### config.mk
export PLATFORM = sky130hd
export DESIGN_NAME = mrs_crc_unit
export DESIGN_NICKNAME = d
export VERILOG_FILES = /design/src/sv/mrs_pkg.sv /design/src/sv/mrs_crc_unit.sv
export SDC_FILE = /design/constraint.sdc
export NUM_CORES = 1
export LEC_CHECK = 0
export BUFFER_PORTS_ARGS = -buffer_cell sky130_fd_sc_hd__buf_2
export CAP_MARGIN = 0
export CORE_MARGIN = 1
export CORE_UTILIZATION = 40
export CTS_CLUSTER_SIZE = 24
export DETAILED_ROUTE_END_ITERATION = 10
export GPL_TIMING_DRIVEN = 0
export PLACE_DENSITY = 0.68
export SYNTH_ARGS = -nofsm -noshare
export SYNTH_HDL_FRONTEND = slang
export SYNTH_SLANG_ARGS = --single-unit
export TNS_END_PERCENT = 50
### constraint.sdc
create_clock -name clock -period 2 [get_ports clock]
set_input_delay 0.3 -clock clock [delete_from_list [all_inputs] [get_ports clock]]
set_output_delay 0.3 -clock clock [all_outputs]
set_load 0.02 [all_outputs]
### src/sv/mrs_pkg.sv
// ----------------------------------------------------------------------------
// mrs_pkg
// Shared types and constants for the Modbus RTU slave engine.
// ----------------------------------------------------------------------------
package mrs_pkg;

   // transaction codes on the request channel
   localparam logic [2:0] CMD_RX_BYTE   = 3'd0;
   localparam logic [2:0] CMD_TICK      = 3'd1;
   localparam logic [2:0] CMD_TX_SLOT   = 3'd2;
   localparam logic [2:0] CMD_LOC_WRITE = 3'd3;
   localparam logic [2:0] CMD_LOC_READ  = 3'd4;

   // result kinds
   localparam logic RES_TX_BYTE  = 1'b0;
   localparam logic RES_LOC_READ = 1'b1;

   // CSR indexes
   localparam logic [1:0] CSR_SLAVE_ADDRESS = 2'd0;
   localparam logic [1:0] CSR_PACE_LIMIT    = 2'd1;
   localparam logic [1:0] CSR_GAP_MS        = 2'd2;

   localparam logic [7:0] SLAVE_ADDRESS_RESET = 8'd1;
   localparam logic [7:0] PACE_LIMIT_RESET    = 8'd0;
   localparam logic [6:0] GAP_MS_RESET        = 7'd3;

   // Modbus function codes
   localparam logic [7:0] FN_READ_HOLDING   = 8'd3;
   localparam logic [7:0] FN_READ_INPUT     = 8'd4;
   localparam logic [7:0] FN_WRITE_SINGLE   = 8'd6;
   localparam logic [7:0] FN_WRITE_MULTIPLE = 8'd16;
   localparam logic [7:0] FN_READ_WRITE     = 8'd23;

   localparam logic [15:0] CRC_POLY = 16'hA001;
   localparam logic [15:0] CRC_INIT = 16'hFFFF;

   localparam logic [6:0]  SILENCE_MAX     = 7'd100;
   localparam logic [15:0] MAX_READ_QTY    = 16'd125;
   localparam logic [15:0] MAX_WRITE16_QTY = 16'd123;
   localparam logic [15:0] MAX_WRITE23_QTY = 16'd121;
   localparam int          LEN_EXTRA_WRITE = 9;
   localparam int          LEN_EXTRA_RW    = 13;
   localparam int          WRITE_DATA_POS  = 7;
   localparam int          RW_DATA_POS     = 11;
   localparam int          HDR_BYTES       = 11;

   typedef struct packed {
      logic [2:0]  command;
      logic [7:0]  rx_data;
      logic [15:0] reg_addr;
      logic [15:0] reg_data;
   } req_type;

   typedef struct packed {
      logic        result_kind;
      logic [7:0]  tx_byte;
      logic        tx_last;
      logic [15:0] read_value;
   } rsp_type;

   typedef struct packed {
      logic    valid;
      rsp_type data;
   } res_type;

   typedef struct packed {
      logic [7:0] slave_address;
      logic [7:0] pace_limit;
      logic [6:0] gap_ms;
   } cfg_type;

   typedef struct packed {
      logic        start;
      logic [15:0] seed;
      logic [7:0]  data;
   } crc_req_type;

   typedef struct packed {
      logic        done;
      logic [15:0] value;
   } crc_rsp_type;

   typedef enum logic [4:0] {
      ST_CLEAR,
      ST_IDLE,
      ST_RX_FOLD,
      ST_EVAL,
      ST_F6_WRITE,
      ST_WR_HI,
      ST_WR_LO,
      ST_WR_STORE,
      ST_HDR,
      ST_RR_ADDR,
      ST_RR_HI,
      ST_RR_LO,
      ST_RR_NEXT,
      ST_EMIT_WAIT,
      ST_CRC_LO,
      ST_CRC_HI,
      ST_TX_FETCH,
      ST_LOC_FETCH,
      ST_RESULT
   } seq_state_type;

endpackage

### src/sv/mrs_crc_unit.sv
// ----------------------------------------------------------------------------
// mrs_crc_unit
// Bit-serial CRC-16/Modbus: folds one byte into a seed, one bit per cycle.
// ----------------------------------------------------------------------------
module mrs_crc_unit (
   input  logic                 clock,
   input  logic                 reset,
   input  mrs_pkg::crc_req_type crc_req,
   output mrs_pkg::crc_rsp_type crc_rsp
);
   import mrs_pkg::*;

   logic [15:0] crc_ff, crc_in;
   logic [2:0]  bit_ff;
   logic        busy_ff, done_ff;

   always_comb begin
      if (crc_ff[0]) begin
         crc_in = (crc_ff >> 1) ^ CRC_POLY;
      end else begin
         crc_in = crc_ff >> 1;
      end
   end

   always_ff @(posedge clock) begin
      if (reset) begin
         busy_ff <= 1'b0;
         done_ff <= 1'b0;
         bit_ff  <= '0;
      end else begin
         done_ff <= busy_ff && (bit_ff == 3'd7);
         if (crc_req.start) begin
            crc_ff  <= crc_req.seed ^ {8'h00, crc_req.data};
            busy_ff <= 1'b1;
            bit_ff  <= '0;
         end else if (busy_ff) begin
            crc_ff <= crc_in;
            bit_ff <= bit_ff + 3'd1;
            if (bit_ff == 3'd7) begin
               busy_ff <= 1'b0;
            end
         end
      end
   end

   assign crc_rsp.done  = done_ff;
   assign crc_rsp.value = crc_ff;

endmodule

==> impl_metrics.csv <==
group,metric,value,unit
run_status,outcome,"complete, no violations",
route,drt_first_pass_iters,2,
power,leakage,0.562,nW
setup_path,rr_worst_depth,3,
setup_path,crit_fanout,16,
hold_path,worst_hold_path_type,"in2reg",
floorplanning,die_h,53.5,microns
global_route,grt_start_max_net_pins,17,
placed_design,gp_congestion,0.649,
timing,clock.fmax,0.650,GHz
global_route,antenna_found_initial,0,
cts,post-cts-setup-buffer-count,0,
yosys,ys_types,20,
timing,period_share,76.9,%
timing,finClkSkew,6.66,ps
floorplanning,pin_count,44,
final_layout,antenna_cells,0,
final_layout,n_fill_cell,235,
yosys,ys_seq_area_share,54.7,%
cts,postCtsHoldBufs,0,
cts,tritoncts,"built",
floorplanning,die_x,53.5,microns
global_route,grt.overflow.total,0,
yosys,synth_compound_area_share,6.72,%
final_layout,area_delta_synth_final,26.1,%
cts,clk_pin_slew,120,ps
final_layout,drive_above_1_share,61.2,%
placed_design,placed_area,1310,sq um
power,p_per_area,678,nW/um^2
setup_path,worstPathCellList,"buf_2 > nor2_1 > nor2_2",
power,comb_power_share,20.4,%
yosys,syn_area,1060,sq um
power,p_switching,235,uW
timing,setup_viol,0,
floorplanning,rows,18,
route,drt_iter0_markers,8,
setup_path,path_buf_inv,1,
setup_path,rr_endpoint,"crc_ff[4]",
setup_path,crit_type,"reg2reg",
yosys,yosysWarningCount,0,
setup_path,cp_num_cells,3,
yosys,synth_flop_cell,"edfxtp_1",
setup_path,critPathMaxStageDelay,610,ps
timing,hold_violations,0,
power,internal_power,671,uW
setup_path,cp-endpoint,"crc_ff[4]",
route,vias_per_cell,4.73,
setup_path,required,1940,ps
setup_path,arrival,1470,ps
global_route,grt_pass1_vias,691,
route,wirelength,1.83,mm
yosys,synth.most_common_cell,"edfxtp_1",
setup_path,cpMaxStageDelayCell,"nor2_2",
cts,cts-buffers-inserted,3,
global_route,grt_first_pass_wirelength,3.02,mm
yosys,synth.avg_cell_area,14.1,sq um
yosys,synth_common_cells,"edfxtp_1, xnor2_1, a21oi_2",
final_layout,regArea,581,sq um
timing,drv_slew,0,
setup_path,reg2reg_slack,460,ps
placed_design,io_buffers,42,
yosys,synth_seq_cells,21,
timing,max-slew-margin-rel,46.4,%
cts,cts_resized,0,
yosys,yosys.area_share.adder,2.36,%
yosys,synth_top_area_share,45.3,%
setup_path,cp-start-kind,"flip-flop",
power,seq_power_share,57.4,%
route,num_vias,714,
timing,setup_slack,462,ps
yosys,yosysTopAreaCell,"edfxtp_1",
floorplanning,die-area,2860,sq um
timing,rsz0062_at_grt,"no",
yosys,synth_area_leaders,"edfxtp_1, dfxtp_1, xnor2_1",
timing,worstMarginPinSlew,803,ps
route,ant_nets,0,
cts,insertion_delay,300,ps
timing,fin_crit,1540,ps
route,drc,0,
placed_design,dp_hpwl,1.41,mm
yosys,synth_top_family_by_area,"multiplexers",
yosys,synth-simple-area-share,9.08,%
power,swShare,26.0,%
yosys,ys_async_sr_fraction,0,%
power,ir_worst_vdd,0.358,mV
final_layout,multi_input_comb_area,415,sq um
yosys,syn_nets,104,
cts,htree_num_levels,1,
final_layout,final_area,1340,sq um
floorplanning,core_region_area,2500,sq um
yosys,synth_xor_area_share,9.08,%
yosys,synth_edf_count,16,
yosys,postSynthCellCount,75,
timing,finalSetupTns,0,ps
placed_design,dp_slack,-73.6,ps
floorplanning,start_util,42.4,%
flow_run,maxCapViolCount,0,
power,design_power_total,907,uW
setup_path,critPathTopFamily,"simple AND/OR/NAND/NOR gates",
cts,clockBufferDepth,2,
setup_path,startpoint,"busy_ff",
setup_path,timing.rr.start,"busy_ff",
yosys,muxShareOfSynthArea,11.7,%
final_layout,nets,151,
route,wl_per_cell,12.1,microns
global_route,grt_usage,15.5,%
setup_path,end_kind,"flip-flop",
cts,cts.sinks,21,
power,clockPowerShare,22.2,%
cts,cts-root-buf,"clkbuf_4",
-- power by group through the flow --
stage          clock, mW  sequential [mW]  combinational (mW)
4_1_cts            0.210            0.521               0.188
2_1_floorplan          0            0.557              0.0953
3_5_place_dp           0            0.531               0.187
6_report           0.202            0.520               0.185
5_1_grt            0.229            0.524               0.202
3_3_place_gp           0            0.529               0.182
-- cells by family after synthesis --
family          Yosys count
mux                      10
compound gates            9
buf+inv                   6
fa+ha+maj                 2
simple gates             16
xor+xnor                 11
flops                    21
-- registers in the layout (all words and copies together) (netlist names) --
signal	cells
bit_ff	3
busy_ff	1
crc_ff	16
done_ff	1
-- layout by cell type (no fill, tap or decap), types with 3 or more instances in the layout --
| cell | count |
|---|---|
| a21oi_2 | 7 |
| buf_2 | 43 |
| clkbuf_4 | 3 |
| dfxtp_1 | 5 |
| edfxtp_1 | 16 |
| mux2_2 | 3 |
| mux2_4 | 4 |
| mux2i_1 | 3 |
| nor2_1 | 3 |
| nor2_2 | 7 |
| nor3_2 | 3 |
| xnor2_1 | 11 |
-- how the worst min path moves through the flow --
stage / from / endpoint / slack (ps) / depth (start not counted)
after global routing: reset / busy_ff / 260 / 2
after CTS: reset / busy_ff / 250 / 2
after detailed placement: bit_ff[1] / bit_ff[1] / 530 / 2
after floorplan: reset / busy_ff / 370 / 1
final: reset / busy_ff / 260 / 2
after global placement: bit_ff[1] / bit_ff[1] / 510 / 2
-- stage by stage --
step	hold slack (ps)	utilization (%)	instances
global route	264	53.5	151
CTS	247	53.4	151
detailed placement	533	52.4	147
floorplan	369	-	75
finish	261	53.5	151
global placement	514	52.4	147
-- metal layers --
metal,global-route usage (%),part of all wire [%],up-vias
li1,-,-,353
met3,2.59,4.5,2
met2,26.9,54,25
met4,9.21,0.82,0
met5,0,0,-
met1,17.7,40,334
-- cell type report --
type,instances,area share (%)
Sequential cell,21,43.4
Multi-Input combinational cell,48,31.1
Timing Repair Buffer,42,15.7
Buffer,5,4.77
Tap cell,30,2.81
Clock buffer,4,1.96
Inverter,1,0.281
Power figures use the tool's default switching activity.
